### config.mk
export PLATFORM = sky130hd
export DESIGN_NAME = mcw_front
export DESIGN_NICKNAME = d
export VERILOG_FILES = /design/src/rtl/mcw_pkg.sv /design/src/rtl/mcw_front.sv
export SDC_FILE = /design/constraint.sdc
export NUM_CORES = 1
export LEC_CHECK = 0
export BUFFER_PORTS_ARGS = -buffer_cell sky130_fd_sc_hd__buf_4
export CORE_UTILIZATION = 47
export CTS_BUF_LIST = sky130_fd_sc_hd__clkbuf_4
export CTS_CLUSTER_SIZE = 40
export DETAILED_ROUTE_END_ITERATION = 8
export PLACE_DENSITY = 0.86
export SLEW_MARGIN = 20
export SYNTH_ARGS = -nofsm -noshare
export SYNTH_HDL_FRONTEND = slang
export SYNTH_SLANG_ARGS = --single-unit
### constraint.sdc
create_clock -name clk_i -period 1.7 [get_ports clk_i]
set_clock_uncertainty 0.1 [all_clocks]
set_input_delay 0.255 -clock clk_i [delete_from_list [all_inputs] [get_ports clk_i]]
set_output_delay 0.255 -clock clk_i [all_outputs]
set_load 0.01 [all_outputs]
### src/rtl/mcw_pkg.sv
package mcw_pkg;

  // Window store depth and derived widths
  localparam int MaxText    = 4096;
  localparam int TextAw     = $clog2(MaxText);
  localparam int IdxW       = TextAw + 1;
  localparam int NeedW      = 14;
  localparam int NeedMax    = 8191;
  localparam int DistW      = 9;
  localparam int NumValues  = 256;
  localparam int ChW        = 8;
  localparam int EntryW     = NeedW + 1;

  // Command queue between front and back
  localparam int QueueDepth = 2;
  localparam int QPtrW      = $clog2(QueueDepth);
  localparam int QCntW      = $clog2(QueueDepth + 1);

  typedef logic [IdxW-1:0]         idx_t;
  typedef logic [TextAw-1:0]       addr_t;
  typedef logic signed [NeedW-1:0] cnt_t;
  typedef logic [DistW-1:0]        dist_t;
  typedef logic [ChW-1:0]          ch_t;
  typedef logic [QPtrW-1:0]        qptr_t;
  typedef logic [QCntW-1:0]        qcnt_t;

  typedef enum logic [1:0] {
    KIND_PATTERN,
    KIND_TEXT,
    KIND_TEXT_LAST
  } mcw_kind_e;

  typedef struct packed {
    mcw_kind_e kind;
    ch_t       ch;
  } mcw_cmd_t;

  typedef struct packed {
    logic  found;
    addr_t win_start;
    idx_t  win_length;
    logic  overflow;
  } mcw_result_t;

endpackage

### src/rtl/mcw_front.sv
module mcw_front (
  input  logic              clk_i,
  input  logic              rst_ni,
  input  logic              push,
  output logic              full,
  input  logic              op_i,
  input  logic [7:0]        ch_i,
  input  logic              last_i,
  output logic              cmd_valid_o,
  output mcw_pkg::mcw_cmd_t cmd_o,
  input  logic              cmd_pop_i
);

  mcw_pkg::mcw_cmd_t fifo_q [mcw_pkg::QueueDepth];
  mcw_pkg::qptr_t    wptr_q, wptr_d;
  mcw_pkg::qptr_t    rptr_q, rptr_d;
  mcw_pkg::qcnt_t    cnt_q, cnt_d;
  mcw_pkg::mcw_cmd_t in_cmd;
  logic              wr_en;
  logic              rd_en;

  // Classify: a last flag on a pattern byte means nothing
  always_comb begin
    in_cmd.ch = ch_i;
    priority if (!op_i) begin
      in_cmd.kind = mcw_pkg::KIND_PATTERN;
    end else if (last_i) begin
      in_cmd.kind = mcw_pkg::KIND_TEXT_LAST;
    end else begin
      in_cmd.kind = mcw_pkg::KIND_TEXT;
    end
  end

  assign full        = (cnt_q == mcw_pkg::qcnt_t'(mcw_pkg::QueueDepth));
  assign wr_en       = push && !full;
  assign cmd_valid_o = (cnt_q != '0);
  assign rd_en       = cmd_pop_i && cmd_valid_o;
  assign cmd_o       = fifo_q[rptr_q];

  always_comb begin
    wptr_d = wr_en ? wptr_q + mcw_pkg::qptr_t'(1) : wptr_q;
    rptr_d = rd_en ? rptr_q + mcw_pkg::qptr_t'(1) : rptr_q;
    cnt_d  = cnt_q + mcw_pkg::qcnt_t'(wr_en) - mcw_pkg::qcnt_t'(rd_en);
  end

  always_ff @(posedge clk_i or negedge rst_ni) begin
    if (!rst_ni) begin
      wptr_q <= '0;
      rptr_q <= '0;
      cnt_q  <= '0;
    end else begin
      wptr_q <= wptr_d;
      rptr_q <= rptr_d;
      cnt_q  <= cnt_d;
    end
  end

  always_ff @(posedge clk_i) begin
    if (wr_en) begin
      fifo_q[wptr_q] <= in_cmd;
    end
  end

endmodule

Word level (Yosys, flattened, before mapping). Memories as Yosys holds them, arrays and structs flattened. Index checks and enable logic that the tools add are counted.

Bits in registers: 4. Memory bits (writable): 20. Input bits: 14. Output and inout bits: 12. Logic and storage cells: 17. Memories: 1.

Add/subtract/negate cells: 4. Equal/unequal tests: 1. Muxes and demuxes: 4. Reduce and logical (&&, ||, !) cells: 4.

Memory list: fifo_q (words 2, width 10, read ports 1, clocked after Yosys merged registers in 0, write ports 1, RTL line mcw_front.sv:14) `mcw_pkg::mcw_cmd_t fifo_q [mcw_pkg::QueueDepth];`.

Operators with widths (count): $mux 2 (2); $add 1x1->1 const B (2); $add 2x1->2 (1); $eq 2x2->1 const B (1); $logic_and 1x1->1 (2); $mux 1 (2); $reduce_bool 2->1 (1); $sub 2x1->2 (1); $logic_not 1->1 (1).

Longest topological paths before layout.
Depth after elaboration: 5. Depth in mapped cells: 7. Mapped depth without buffers: 7.

Worst setup path before layout. OpenSTA, ideal clock, no wires.

Kind: register to register. Start: register cnt_q[1]. End: register cnt_q[1]. Library setup time: 0.123 ns. Data arrival time: 1.514 ns. Data required time: 1.477 ns. Setup slack: -0.037 ns. Cell stages (with the launch flop): 8. Path buffers: 0. Clock period less this slack: 1.737 ns. Cell sequence: dfrtp_1 -> or2_4 -> and2_4 -> ha_1 -> inv_1 -> ha_1 -> xnor2_1 -> xnor2_1.

Elaborated cells between the ends (all ways): 7. Classes of those cells: 2 x add/sub; 1 x eq/ne; 4 x reduce/logical.

RTL lines: from (decl) (RTL line mcw_front.sv:17) `mcw_pkg::qcnt_t cnt_q, cnt_d;`; from (signal assigned) (RTL line mcw_front.sv:54) `cnt_q <= cnt_d;`; $reduce_bool 2->1 (RTL line mcw_front.sv:36) `assign cmd_valid_o = (cnt_q != '0);`; via cmd_valid_o (RTL line mcw_front.sv:9) `output logic cmd_valid_o,`; $logic_and 1x1->1 (RTL line mcw_front.sv:37) `assign rd_en = cmd_pop_i && cmd_valid_o;`; via rd_en (RTL line mcw_front.sv:20) `logic rd_en;`; $sub 2x1->2 (RTL line mcw_front.sv:43) `cnt_d = cnt_q + mcw_pkg::qcnt_t'(wr_en) - mcw_pkg::qcnt_t'(rd_en);`; via cnt_d[1] (RTL line mcw_front.sv:17).

The timed path passes the listed nets, and every way through them passes these cells. A chain may end at the register's enable or synchronous reset.

Worst setup path after layout.
Start: register cnt_q[0]. End: register cnt_q[1].

Elaborated cells between the ends (all ways): 7. Classes of those cells: 2 x add/sub; 1 x eq/ne; 4 x reduce/logical.

RTL lines (RTL line): $reduce_bool 2->1 (mcw_front.sv:36); $logic_and 1x1->1 (mcw_front.sv:37); via rd_en (mcw_front.sv:20); $sub 2x1->2 (mcw_front.sv:43); via cnt_d[1] (mcw_front.sv:17).

The timed path passes the listed nets, and every way through them passes these cells.

==> run_results.csv <==
group,metric,value,unit
min_path,hold_path.class,"input port to flop",
yosys,synth.net_count,67,
clock_network,numClockSinks,24,
yosys,synthesis.area,935.9,um^2
cells_and_area,seqCellArea,701.9,um^2
cells_and_area,final_cell_mix,"36 x sky130_fd_sc_hd__buf_4, 20 x sky130_fd_sc_hd__edfxtp_1, 10 x sky130_fd_sc_hd__mux2_2, 5 x sky130_fd_sc_hd__clkbuf_4, 3 x sky130_fd_sc_hd__dfrtp_1",
cells_and_area,diodes,0,
yosys,yosysSeqAreaShare,74.87,%
setup_path,timing_worst_setup_path_type,"flop to flop",
global_route,grt_antenna_before_repair,0,
die,initial_core_util,51.94,%
sta,setup_tns,0,ns
clock_network,path_clk_slew,0.13,ns
pwr,seq_power_share,40.2,%
cells_and_area,fill_cells,128,
yosys,synth-seq-cells,24,
die,die-width,46.63,um
setup_path,cp_max_fo,2,
yosys,synthesis.yosys.warnings,0,
clock_network,clk_latency,0.30,ns
pwr,power.ir.vdd_worst,0.001092,V
sta,final-setup-viol-count,0,
global_route,first_global_vias,538,
setup_path,max_stage_delay,0.40,ns
job,cap_viol_max_count,0,
drt,drt_iter0_drc,7,
sta,report.final.hold_viol_count,0,
cells_and_area,layout_commonest_cell,"sky130_fd_sc_hd__buf_4",
die,ioPinCount,26,
sta,holdWs,0.02866,ns
pwr,power.density_cell_area,1631,nW/um^2
pwr,p_leak,0.5527,nW
outcome,status,"complete, no violations",
global_route,globalRoute.totalOverflow,0,
placement,place.gp.congestion,0.6552,
cells_and_area,finalNetCount,110,
cells_and_area,final_layout_size_suffix_gt1_share,65.59,%
setup_path,setup.worst_path.start_class,"flop",
die,die_y,46.63,um
die,fp.coreArea,1802,um^2
pwr,power_internal,1.544,mW
setup_path,cp.required,1.79,ns
sta,period_minus_slack,1.690,ns
drt,wl_per_cell,13.75,um
cells_and_area,multi_input_area,265.3,um^2
sta,setup_slack,0.009612,ns
clock_network,cts_tree,"done",
placement,detailedPlace.worstSlack,-0.05345,ns
pwr,combinational_fraction_of_design_power,48.0,%
setup_path,timing.critical_path.arrival,1.78,ns
drt,ant_nets,0,
pwr,total_switching_power,0.6334,mW
pwr,netSwitchingFraction,29.09,%
placement,hpwlAfterDp,1131,um
drt,first_pass_iters,3,
cells_and_area,finish.utilization,74.10,%
setup_path,cpMaxStageDelayCell,"sky130_fd_sc_hd__dfrtp_1",
yosys,synth_cell_type_count,16,
setup_path,critical_path.most_common_cell,"sky130_fd_sc_hd__ha_4",
yosys,post_synthesis_mean_instance_area,18.35,um^2
sta,worst_slew_pin_slew,0.1391,ns
drt,routed_via_density,4.729,
drt,routed_wirelength,1622,um
setup_path,worstSetupEndpointType,"flop",
pwr,total_power,2.177,mW
drt,vias,558,
clock_network,largest_buffer_count_on_any_clock_path,2,
clock_network,tritoncts.num_buffers,3,
setup_path,cp_cell_sequence,"or2_4 -> and2_4 -> ha_4 -> inv_2 -> ha_4 -> xnor2_2 -> xnor2_1",
yosys,synthCells,51,
sta,maxSlewHeadroom,90.66,%
clock_network,ctsHtreeMaxLevel,1,
global_route,grt_pass1_wl,2283,um
cells_and_area,syn2layout_area_growth,42.65,%
global_route,grt_start_max_net_pins,14,
drt,remaining_drc_errors,0,
placement,numPortBuffers,25,
cells_and_area,fin_area,1335,um^2
sta,final_min_period_over_clock_period,99.43,%
die,rows,15,
global_route,grt_usage,15.79,%
cells_and_area,final_cell_count_without_fillers,118,
pwr,share_clk_of_total_power,11.8,%
sta,maxClockFrequency,591.6,MHz
placement,dp.cells,106,
clock_network,clock_tree.root_cell,"sky130_fd_sc_hd__clkbuf_4",
sta,drv_slew,0,
die,die-area,2174,um^2
placement,placed_cell_area,1197,um^2
sta,grt_setup_unrepaired,"yes",
-- state kept, by name, indices dropped and copies added, names as in the netlist --
register	cells
fifo_q	20
wptr_q	1
cnt_q	2
rptr_q	1
-- power groups by stage --
stage	combinational, mW	sequential [mW]	clock (mW)
after global placement	0.760	0.920	0
after floorplan	0.464	0.877	0
after detailed placement	0.790	0.933	0
after global routing	1.14	0.890	0.281
final	1.05	0.875	0.257
after CTS	0.907	0.919	0.264
-- synthesized netlist by cell type (all sizes together) --
| library cell | n | area, um^2 |
|---|---|---|
| dfrtp | 4 | 100.1 |
| nor2b | 1 | 6.260 |
| xor2 | 1 | 8.760 |
| xnor2 | 3 | 26.28 |
| inv | 2 | 7.510 |
| and2 | 2 | 15.02 |
| edfxtp | 20 | 600.6 |
| mux2 | 10 | 112.6 |
| and3 | 1 | 6.260 |
| or2 | 1 | 8.760 |
| nor2 | 1 | 3.750 |
| ha | 2 | 25.02 |
| nand2 | 1 | 3.750 |
| nand2b | 1 | 6.260 |
| buf | 1 | 5.000 |
-- area by class of cell --
type,count,area share (%)
Clock buffer,4,2.249
Inverter,2,0.5623
Multi-Input combinational cell,24,19.87
Sequential cell,24,52.58
Tap cell,25,2.343
Timing Repair Buffer,39,22.40
-- routing by layer --
metal  routed length, um  vias up  global-route usage, %
met4                  12        0                  6.857
met3                  91        2                  2.745
met2                 934       16                  28.61
met1                 582      269                  17.92
li1                    -      271                      -
met5                   0        -                      0
-- worst max-delay path: cells and delay by family (launching register included) --
family / cells / cell delay, ns
DFF: 1 / 0.40
and+or+nand+nor: 2 / 0.40
adders and majority gates: 2 / 0.40
xor gates and xnor gates: 2 / 0.25
buffers and inverters: 1 / 0.04
-- cell families after synthesis --
| family | Yosys count | share of synthesized area, % |
|---|---|---|
| mux | 10 | 12.03 |
| flops | 24 | 74.87 |
| fa+ha+maj | 2 | 2.673 |
| simple gates | 8 | 5.349 |
| buf+inv | 3 | 1.337 |
| xor+xnor | 4 | 3.744 |
-- final timing paths --
| path | startpoint | endpoint | slack [ns] | cells after the start |
|---|---|---|---|---|
| worst min register to register | wptr_q$_DFFE_PN0P_ | wptr_q$_DFFE_PN0P_ | 0.43 | 1 |
| worst min-delay path | ch_i[1] | fifo_q[0][1]$_DFFE_PP_ | 0.03 | 1 |
| max in group asynchronous | rst_ni | rptr_q$_DFFE_PN0P_ | 1.18 | 2 |
| worst max-delay path | cnt_q[0]$_DFF_PN0_ | cnt_q[1]$_DFF_PN0_ | 0.01 | 7 |
| min in group asynchronous | rst_ni | wptr_q$_DFFE_PN0P_ | 0.18 | 2 |
| worst max register to register | cnt_q[0]$_DFF_PN0_ | cnt_q[1]$_DFF_PN0_ | 0.01 | 7 |
-- what timing repair did --
item	in CTS	in global routing
endpoints found under the setup margin	11	21
hold buffers	1	0
setup buffers	3	4
pin swaps	6	3
gates resized for setup	5	4
endpoints found under the hold margin	4	0
Note: power is estimated with default switching activity, not from simulation.
